===== config.mk =====
export PLATFORM = sky130hd
export DESIGN_NAME = distance_fade_state_machine
export DESIGN_NICKNAME = d
export VERILOG_FILES = /design/src/rtl/core/dfsm_pkg.sv /design/src/rtl/core/distance_fade_state_machine.sv
export SDC_FILE = /design/constraint.sdc
export NUM_CORES = 1
export LEC_CHECK = 0
export BUFFER_PORTS_ARGS = -buffer_cell sky130_fd_sc_hd__buf_4
export CORE_MARGIN = 3
export CORE_UTILIZATION = 25
export DETAILED_ROUTE_END_ITERATION = 8
export PLACE_DENSITY_LB_ADDON = 0.15
export SLEW_MARGIN = 10
export SYNTH_ARGS = -nofsm -noshare
export SYNTH_HDL_FRONTEND = slang
export SYNTH_SLANG_ARGS = --single-unit

===== constraint.sdc =====
create_clock -name clk -period 6.9 [get_ports clk]
set_input_delay 1.035 -clock clk [delete_from_list [all_inputs] [get_ports clk]]
set_output_delay 1.035 -clock clk [all_outputs]
set_load 0.03 [all_outputs]

===== src/rtl/core/dfsm_pkg.sv =====
// Package for the distance fade state machine: field widths, payload structs,
// register indexes and fade level constants. No dependencies.
`timescale 1ns / 1ps

package dfsm_pkg;

  localparam int FADE_LEVELS = 18;
  localparam int DIST_W      = 32;
  localparam int TIME_W      = 64;
  localparam int FADE_W      = 16;
  localparam int LEVEL_W     = 5;
  localparam int PHASE_W     = 3;
  localparam int CFG_IDX_W   = 2;
  localparam int CFG_DATA_W  = 32;

  localparam int MS_TO_US        = 1000;
  localparam int FADE_TIME_RESET = 500;

  // Step period = fade_ms * 1000 / FADE_LEVELS, done as fade_ms * STEP_MULT >> STEP_SHIFT.
  // STEP_SHIFT keeps fade_ms * error below 2^STEP_SHIFT, so the quotient is exact.
  localparam int STEP_SHIFT  = 24;
  localparam int STEP_MULT_W = 34;
  localparam longint unsigned STEP_MULT =
    ((longint'(MS_TO_US) << STEP_SHIFT) + longint'(FADE_LEVELS) - 1) / longint'(FADE_LEVELS);
  localparam int STEP_W  = 26;
  localparam int PROD_W  = FADE_W + STEP_MULT_W;
  localparam longint unsigned STEP_RESET =
    (longint'(FADE_TIME_RESET) * longint'(MS_TO_US)) / longint'(FADE_LEVELS);

  localparam logic [LEVEL_W-1:0] LEVEL_OUT       = '0;
  localparam logic [LEVEL_W-1:0] LEVEL_FIRST_IN  = LEVEL_W'(1);
  localparam logic [LEVEL_W-1:0] LEVEL_IN        = LEVEL_W'(FADE_LEVELS - 1);
  localparam logic [LEVEL_W-1:0] LEVEL_FIRST_OUT = LEVEL_W'(FADE_LEVELS - 2);

  localparam logic [CFG_IDX_W-1:0] CFG_MIN_DIST_SQ  = 2'd0;
  localparam logic [CFG_IDX_W-1:0] CFG_MAX_DIST_SQ  = 2'd1;
  localparam logic [CFG_IDX_W-1:0] CFG_FADE_TIME_MS = 2'd2;

  typedef struct packed {
    logic [DIST_W-1:0] distance_sq;
    logic [TIME_W-1:0] now_us;
  } dfsm_in_t;

  typedef struct packed {
    logic [PHASE_W-1:0] phase;
    logic [LEVEL_W-1:0] fade_level;
    logic               is_out;
  } dfsm_out_t;

endpackage


===== src/rtl/core/distance_fade_state_machine.sv =====
// Distance fade state machine: window test, fade phase and level tracking.
// An accepted item is held in the input register, then loaded into the result register
// once that is free, and out_valid rises; one item per cycle sustained while out_ready is high.
// Throughput is set by the combinational state update between input and result registers.
// Reset (rst_n low, synchronous): phase initial, level 0, deadline 0, config to defaults, valids 0.
// Depends on dfsm_pkg.
`timescale 1ns / 1ps

module distance_fade_state_machine
  import dfsm_pkg::*;
(
  input  logic                  clk,
  input  logic                  rst_n,
  input  logic                  in_valid,
  output logic                  in_ready,
  input  dfsm_in_t              in_data,
  output logic                  out_valid,
  input  logic                  out_ready,
  output dfsm_out_t             out_data,
  input  logic                  cfg_we,
  input  logic [CFG_IDX_W-1:0]  cfg_idx,
  input  logic [CFG_DATA_W-1:0] cfg_wdata
);

  typedef enum logic [PHASE_W-1:0] {
    PH_INITIAL  = 3'd0,
    PH_OUT      = 3'd1,
    PH_FADE_IN  = 3'd2,
    PH_IN       = 3'd3,
    PH_FADE_OUT = 3'd4
  } phase_t;

  // Configuration
  logic [DIST_W-1:0] min_dist_sq_r;
  logic [DIST_W-1:0] max_dist_sq_r;
  logic [STEP_W-1:0] step_r;
  logic [PROD_W-1:0] step_prod;

  // Pipeline
  logic      s1_valid_r;
  dfsm_in_t  s1_r;
  logic      out_valid_r;
  dfsm_out_t out_r;
  dfsm_out_t out_nxt;
  logic      out_load_ok;
  logic      s1_adv;

  // Fade state
  phase_t             phase_r, phase_nxt;
  logic [LEVEL_W-1:0] level_r, level_nxt;
  logic [TIME_W-1:0]  deadline_r, deadline_nxt;

  logic               in_window;
  logic               due;
  logic [TIME_W-1:0]  deadline_new;
  logic [LEVEL_W-1:0] level_up;
  logic [LEVEL_W-1:0] level_dn;

  // Step period is worked out once, when the fade time is written, so the
  // item path only sees a register.
  assign step_prod = PROD_W'(cfg_wdata[FADE_W-1:0]) * PROD_W'(STEP_MULT);

  always_ff @(posedge clk) begin
    if (!rst_n) begin
      min_dist_sq_r <= '0;
      max_dist_sq_r <= '1;
      step_r        <= STEP_W'(STEP_RESET);
    end else if (cfg_we) begin
      case (cfg_idx)
        CFG_MIN_DIST_SQ:  min_dist_sq_r <= cfg_wdata[DIST_W-1:0];
        CFG_MAX_DIST_SQ:  max_dist_sq_r <= cfg_wdata[DIST_W-1:0];
        CFG_FADE_TIME_MS: step_r        <= step_prod[STEP_SHIFT +: STEP_W];
        default: ;  // drop writes to unknown indexes
      endcase
    end
  end

  // Handshake: the result register frees when empty or taken; the input
  // register advances into it, and takes a new item as it leaves.
  assign out_load_ok = !out_valid_r || out_ready;
  assign s1_adv      = s1_valid_r && out_load_ok;
  assign in_ready    = !s1_valid_r || s1_adv;
  assign out_valid   = out_valid_r;
  assign out_data    = out_r;

  // Window test and candidate deadline for the item in the input register.
  // An empty window (min above max) falls out naturally: no distance passes.
  assign in_window    = (s1_r.distance_sq >= min_dist_sq_r) &&
                        (s1_r.distance_sq <= max_dist_sq_r);
  assign due          = (s1_r.now_us >= deadline_r);
  assign deadline_new = s1_r.now_us + TIME_W'(step_r);  // wraps modulo 2^64
  assign level_up     = (level_r < LEVEL_IN)  ? level_r + LEVEL_W'(1) : level_r;
  assign level_dn     = (level_r > LEVEL_OUT) ? level_r - LEVEL_W'(1) : level_r;

  always_comb begin
    phase_nxt    = phase_r;
    level_nxt    = level_r;
    deadline_nxt = deadline_r;
    case (phase_r)
      PH_OUT: begin
        if (in_window) begin
          phase_nxt    = PH_FADE_IN;
          level_nxt    = LEVEL_FIRST_IN;
          deadline_nxt = deadline_new;
        end
      end
      PH_FADE_IN: begin
        if (in_window) begin
          if (due) begin
            level_nxt = level_up;
            if (level_up >= LEVEL_IN) begin
              phase_nxt = PH_IN;
            end else begin
              deadline_nxt = deadline_new;
            end
          end
        end else begin
          // reverse direction, keep the level
          phase_nxt    = PH_FADE_OUT;
          deadline_nxt = deadline_new;
        end
      end
      PH_IN: begin
        if (!in_window) begin
          phase_nxt    = PH_FADE_OUT;
          level_nxt    = LEVEL_FIRST_OUT;
          deadline_nxt = deadline_new;
        end
      end
      PH_FADE_OUT: begin
        if (!in_window) begin
          if (due) begin
            level_nxt = level_dn;
            if (level_dn == LEVEL_OUT) begin
              phase_nxt = PH_OUT;
            end else begin
              deadline_nxt = deadline_new;
            end
          end
        end else begin
          phase_nxt    = PH_FADE_IN;
          deadline_nxt = deadline_new;
        end
      end
      default: begin
        // initial phase: snap straight to fully in or fully out
        if (in_window) begin
          phase_nxt = PH_IN;
          level_nxt = LEVEL_IN;
        end else begin
          phase_nxt = PH_OUT;
          level_nxt = LEVEL_OUT;
        end
      end
    endcase
  end

  always_comb begin
    out_nxt.phase      = phase_nxt;
    out_nxt.fade_level = level_nxt;
    out_nxt.is_out     = (phase_nxt == PH_OUT);
  end

  // State and registered outputs: advance only when the item moves on.
  always_ff @(posedge clk) begin
    if (!rst_n) begin
      s1_valid_r  <= 1'b0;
      out_valid_r <= 1'b0;
      phase_r     <= PH_INITIAL;
      level_r     <= LEVEL_OUT;
      deadline_r  <= '0;
    end else begin
      if (in_ready) begin
        s1_valid_r <= in_valid;
      end
      if (out_load_ok) begin
        out_valid_r <= s1_valid_r;
      end
      if (s1_adv) begin
        phase_r    <= phase_nxt;
        level_r    <= level_nxt;
        deadline_r <= deadline_nxt;
      end
    end
  end

  always_ff @(posedge clk) begin
    if (in_valid && in_ready) begin
      s1_r <= in_data;
    end
    if (s1_adv) begin
      out_r <= out_nxt;
    end
  end

`ifndef SYNTHESIS
  a_level_bound: assert property (@(posedge clk) disable iff (!rst_n)
    level_r <= LEVEL_IN)
    else $error("fade level above fully in");

  a_out_level: assert property (@(posedge clk) disable iff (!rst_n)
    (phase_r == PH_OUT) |-> (level_r == LEVEL_OUT))
    else $error("out phase with nonzero level");

  a_in_level: assert property (@(posedge clk) disable iff (!rst_n)
    (phase_r == PH_IN) |-> (level_r == LEVEL_IN))
    else $error("in phase without full level");

  a_is_out_flag: assert property (@(posedge clk) disable iff (!rst_n)
    out_valid_r |-> (out_r.is_out == (out_r.phase == PH_OUT)))
    else $error("is_out flag disagrees with phase");

  a_adv_loads_out: assert property (@(posedge clk) disable iff (!rst_n)
    s1_adv |=> (out_valid_r && (out_r.phase == phase_r) && (out_r.fade_level == level_r)))
    else $error("result register does not match updated state");
`endif

endmodule

-- Word-level counts from Yosys, hierarchy flattened
Cells that the tools add are included.
- add/subtract/negate cells: 3
- multiply operators: 1
- magnitude comparators: 6
- eq/ne operators: 13
- mux-type cells: 29
- reductions and logical operators: 14
- operators by type and width (kind ; count):
    two-way mux 64 bit ; 8
    case mux 64 bit (4 select lines) ; 1
    adder 64 x 22 -> 64 bit ; 1
    >= comparator 64 bit ; 1
    two-way mux 5 bit ; 9
    multiplier 16 x 28 -> 44 bit (second input constant) ; 1
    >= comparator 32 bit ; 1
    less-or-equal comparator 32 bit ; 1
    two-way mux 3 bit ; 8
    case mux 5 bit (4 select lines) ; 1
    != test 3 bit (second input constant) ; 4
    case mux 3 bit (4 select lines) ; 1
    AND reduction 8 bit ; 1
    equality test 3 x 1 -> 1 bit (second input constant) ; 2
    equality test 3 x 2 -> 1 bit (second input constant) ; 2
    AND reduction 2 bit ; 3
    adder 5 x 1 -> 5 bit (second input constant) ; 1
    >= comparator 5 bit (second input constant) ; 1
    greater-than comparator 5 x 1 -> 1 bit (second input constant) ; 1
    logical NOT 5 bit ; 1
    less-than comparator 5 bit (second input constant) ; 1
    subtractor 5 x 1 -> 5 bit (second input constant) ; 1
    != test 2 bit (second input constant) ; 2
    nonzero test 4 bit ; 1
    8 further kinds ; 12
- bits in registers: 265
- bits of input ports: 135
- output and inout port bits: 11
- logic and storage cells: 79

-- Depth between registers and ports, before layout
- depth in word-level cells: 8
- mapped depth: 23
- gate-level depth less buffers: 23

-- Worst setup path after synthesis
No wires, ideal clock.
- path type: input to register
- start: input cfg_wdata[13]
- end: register step_r[21]
- library setup time: 0.116 ns
- arrival time: 6.533 ns
- data required time: 6.784 ns
- setup slack: 0.250 ns
- cell stages on the path: 20
- path buffers: 0
- cell sequence: fa_1 fa_1 inv_1 fa_1 inv_1 fa_1 inv_1 fa_1 fa_1 inv_1 ha_1 and4_1 a221oi_1 o22ai_1 o21ai_1 o211ai_1 nand4_1 nand4b_1 or4_1 and4_1
- word-level cells in the longest chain between the ends: 1
- RTL lines (what ; RTL line ; text):
    start: declaration ; distance_fade_state_machine.sv:22 ; input logic [CFG_DATA_W-1:0] cfg_wdata
    multiplier 16 x 28 -> 44 bit ; distance_fade_state_machine.sv:61 ; assign step_prod = PROD_W'(cfg_wdata[FADE_W-1:0]) * PROD_W'(STEP_MULT);
    end signal: assignment ; distance_fade_state_machine.sv:67 ; step_r <= STEP_W'(STEP_RESET);
    end signal: assignment ; distance_fade_state_machine.sv:72 ; CFG_FADE_TIME_MS: step_r <= step_prod[STEP_SHIFT +: STEP_W];
    end: declaration ; distance_fade_state_machine.sv:36 ; logic [STEP_W-1:0] step_r;
Every way passes these cells.
A chain may end at the register's enable or synchronous reset.

-- Worst setup path after layout
- start: input cfg_wdata[13]
- end: register step_r[14]
Same word-level chain as after synthesis.

==> metrics.txt <==
outcome=finished, final reports clean; IO Pins=146; layout overhead on the synthesized area=17.6%; antenna violations before repair=2; fin. max-slew vios=0; Fmax=0.154 GHz; ANT cells=0; # H-tree levels=2; crit path DAT=6900 ps; Synthesis Warnings=0; setup TNS=0 ps; Cell Area, Synth=20600 sq um; clk buf depth=3; Crit path buffers/inverters=6; ys async rst share=0%; count of state elements after synthesis=265; register area share after synthesis=30.8%; width of the chip=293 um; syn nets=2755; min-delay worst type=reg2reg; Antenna Nets Post-Route=0; crit path capture type=flop; number of global-route vias before repair=16100; dpl hpwl=45200 um; Die Y=293 um; core area=81200 sq um; TritonRoute pass-1 iters=4; Nets=2921; Avg Vias per Cell=4.49; share of cells above drive strength 1=11.3%; die area=86000 sq um; CTS tree=done; post-cts sizing count=0; first-pass GRT wire length=91600 um; post-CTS setup buffer count=0; largest stage delay on the critical path=610 ps; most frequent cells in the layout=inv_1, ha_1, nand2_1, buf_4, dfxtp_1; via count=15400; clk_skew=29.9 ps; Skew-Pair Late Insertion Delay=550 ps; total grt overflow=0; total power draw=8.77 mW; critical path launch point type=input port; Inst Count DP=3376; number of synthesized flops with an enable pin=105; clock root buffer=clkbuf_16; largest net degree at the start of global routing=101; synth unique cells=75; Setup Crit Path Kind=in2reg; num rows=104; non-filler cells, final=3438; clk slew on worst S/H paths=60 ps; post-layout min period=6490 ps; RSZ-0062 raised after global routing=no; PortBufs=145; worst-path fanout max=3; Crit path max-delay family=adder cells; ys flop type=dfxtp_1; mean post-synth cell area=9.44 sq um; clock sinks=265; Worst Tran Pin Value=1190 ps; Rel. slew slack=20.8%; drt first-iter violations=643; Final setup viols=0; Post-Route WL=58000 um; Routability Congestion=0.876; GRT Util Overall=13.5%; Worst VDD drop=269 uV; Leakage Power=10.7 nW; Final Core Density=29.9%; Required @ worst endpoint=7310 ps; WL/cell=16.9 um; Top cell by count, worst path=fa_1; crit-path cells=buf_4 -> fa_1 -> fa_1 -> inv_1 -> fa_1 -> inv_1 -> fa_1 -> inv_1 -> fa_1 -> fa_1 -> inv_1 -> ha_1 -> and4_1 -> buf_4 -> and4_1 -> o211ai_1 -> a21oi_1 -> nor3_1 -> o21ai_0 -> a21oi_1 -> o21ai_0 -> o21a_1 -> o311ai_0; residual DRC count=0; commonest non-fill, non-tap cell in the layout=inv_1; Post-Synthesis Cells=2186; final-report hold violation count=0; pwr dens=361 nW/um^2; hold_buf cts=0; Initial Utilization=25.4%; fin crit share=94.1%; reported max-cap violation count=0; CP max stage cell=fa_1; filler cell count=8670; Num CTS Buffers=34
-- per-layer routing --
layer	wire (um)	global-route usage, %	share of wire (%)
met4	1080	2.96	1.9
met1	28400	18.6	49
met3	2150	2.36	3.7
met5	40	0	0.069
met2	26300	22.0	45
-- final timing paths --
path	slack, ps	start	to	cells past startpoint
min reg2reg	450	deadline_r[46]	deadline_r[46]	2
max	410	cfg_wdata[13]	step_r[14]	23
min	450	deadline_r[46]	deadline_r[46]	2
max reg2reg	1620	s1_r[57]	deadline_r[54]	12
-- layout make-up --
type                            count  area [sq um]  area share (%)
Clock buffer                       46           916            3.77
Clock inverter                     16           160           0.660
Inverter                          373          1400            5.77
Multi-Input combinational cell   1476         12600            51.9
Sequential cell                   265          6360            26.2
Tap cell                         1060          1330            5.46
Timing Repair Buffer              202          1520            6.26
-- power by group --
group	internal, mW	switching (mW)	total, mW
clock network	1.02	0.748	1.77
logic	2.36	2.81	5.17
registers	1.74	0.0880	1.83
-- synthesized netlist by cell type (3+ instances only) --
cell type  count  area share, %
edfxtp_1     105             15
a21oi_1       77            1.9
and3_1        25           0.76
a31oi_1       17           0.52
a211o_1        5           0.21
nand3b_1       6           0.22
nand3_1       85            2.1
inv_1        370            6.7
dfxtp_1      160             16
buf_2         13           0.32
or2_2          3          0.091
clkbuf_1      51           0.93
o22ai_1       16           0.48
xnor2_1       59            2.5
o21a_1        15           0.55
nor3_1        25           0.61
o211ai_1      57            2.1
fa_1         130             13
nand2_1      226            4.1
and2_1        18           0.55
and4_1        15           0.64
a221oi_1       3           0.13
a211oi_1      15           0.55
buf_1          5          0.091
or3_1          4           0.12
nand2b_1      11           0.33
o211a_1        4           0.19
ha_1         304             18
a21boi_0      36            1.3
nor2_1        43           0.78
nand4_1       45            1.4
nor2b_1        6           0.18
xor2_1        21           0.89
a21o_1        38            1.4
o21ai_0       79            1.9
o21ai_1       21           0.51
o31ai_1        5           0.18
a2111o_1       3           0.16
nor4_1         4           0.12
a41oi_1        3           0.13
nor3b_1        4           0.15
o21bai_1       7           0.25
-- stage by stage --
stage                     setup WS [ps]  cell area, sq um  hold WS (ps)
after floorplan                     250             20600           428
after global placement             -240             23200           437
after detailed placement           -251             23200           440
after CTS                           360             24300           450
after global routing               32.7             24300           464
final                               410             24300           447
-- registers in the layout, indices dropped and copies added, names as in the netlist --
| register | flops |
|---|---|
| min_dist_sq_r | 32 |
| level_r | 5 |
| out_data | 9 |
| out_valid | 1 |
| deadline_r | 64 |
| s1_valid_r | 1 |
| phase_r | 3 |
| max_dist_sq_r | 32 |
| s1_r | 96 |
| step_r | 22 |
-- worst reg2reg max path, cell delays in order (launching register included) --
cell and delay, ps:
edfxtp_1 470, ha_1 350, a21oi_1 170, o21ai_0 110, a221oi_1 400, o21ai_0 260, a2111oi_1 990, nor2_1 450
a2111oi_2 500, nor4_4 70, buf_4 410, nand2_1 770, o22ai_1 190
-- cell families after synthesis --
family                   after synthesis  share of synthesized area, %
multiplexers                           2                        0.0970
AND/OR/NAND/NOR                      532                          12.7
adder cells (fa/ha/maj)              434                          31.0
AO/OA/AOI/OAI                        428                          13.8
flip-flops                           265                          30.8
buffers and inverters                445                          8.24
XOR/XNOR                              80                          3.39
Power figures use the tool's default switching activity.
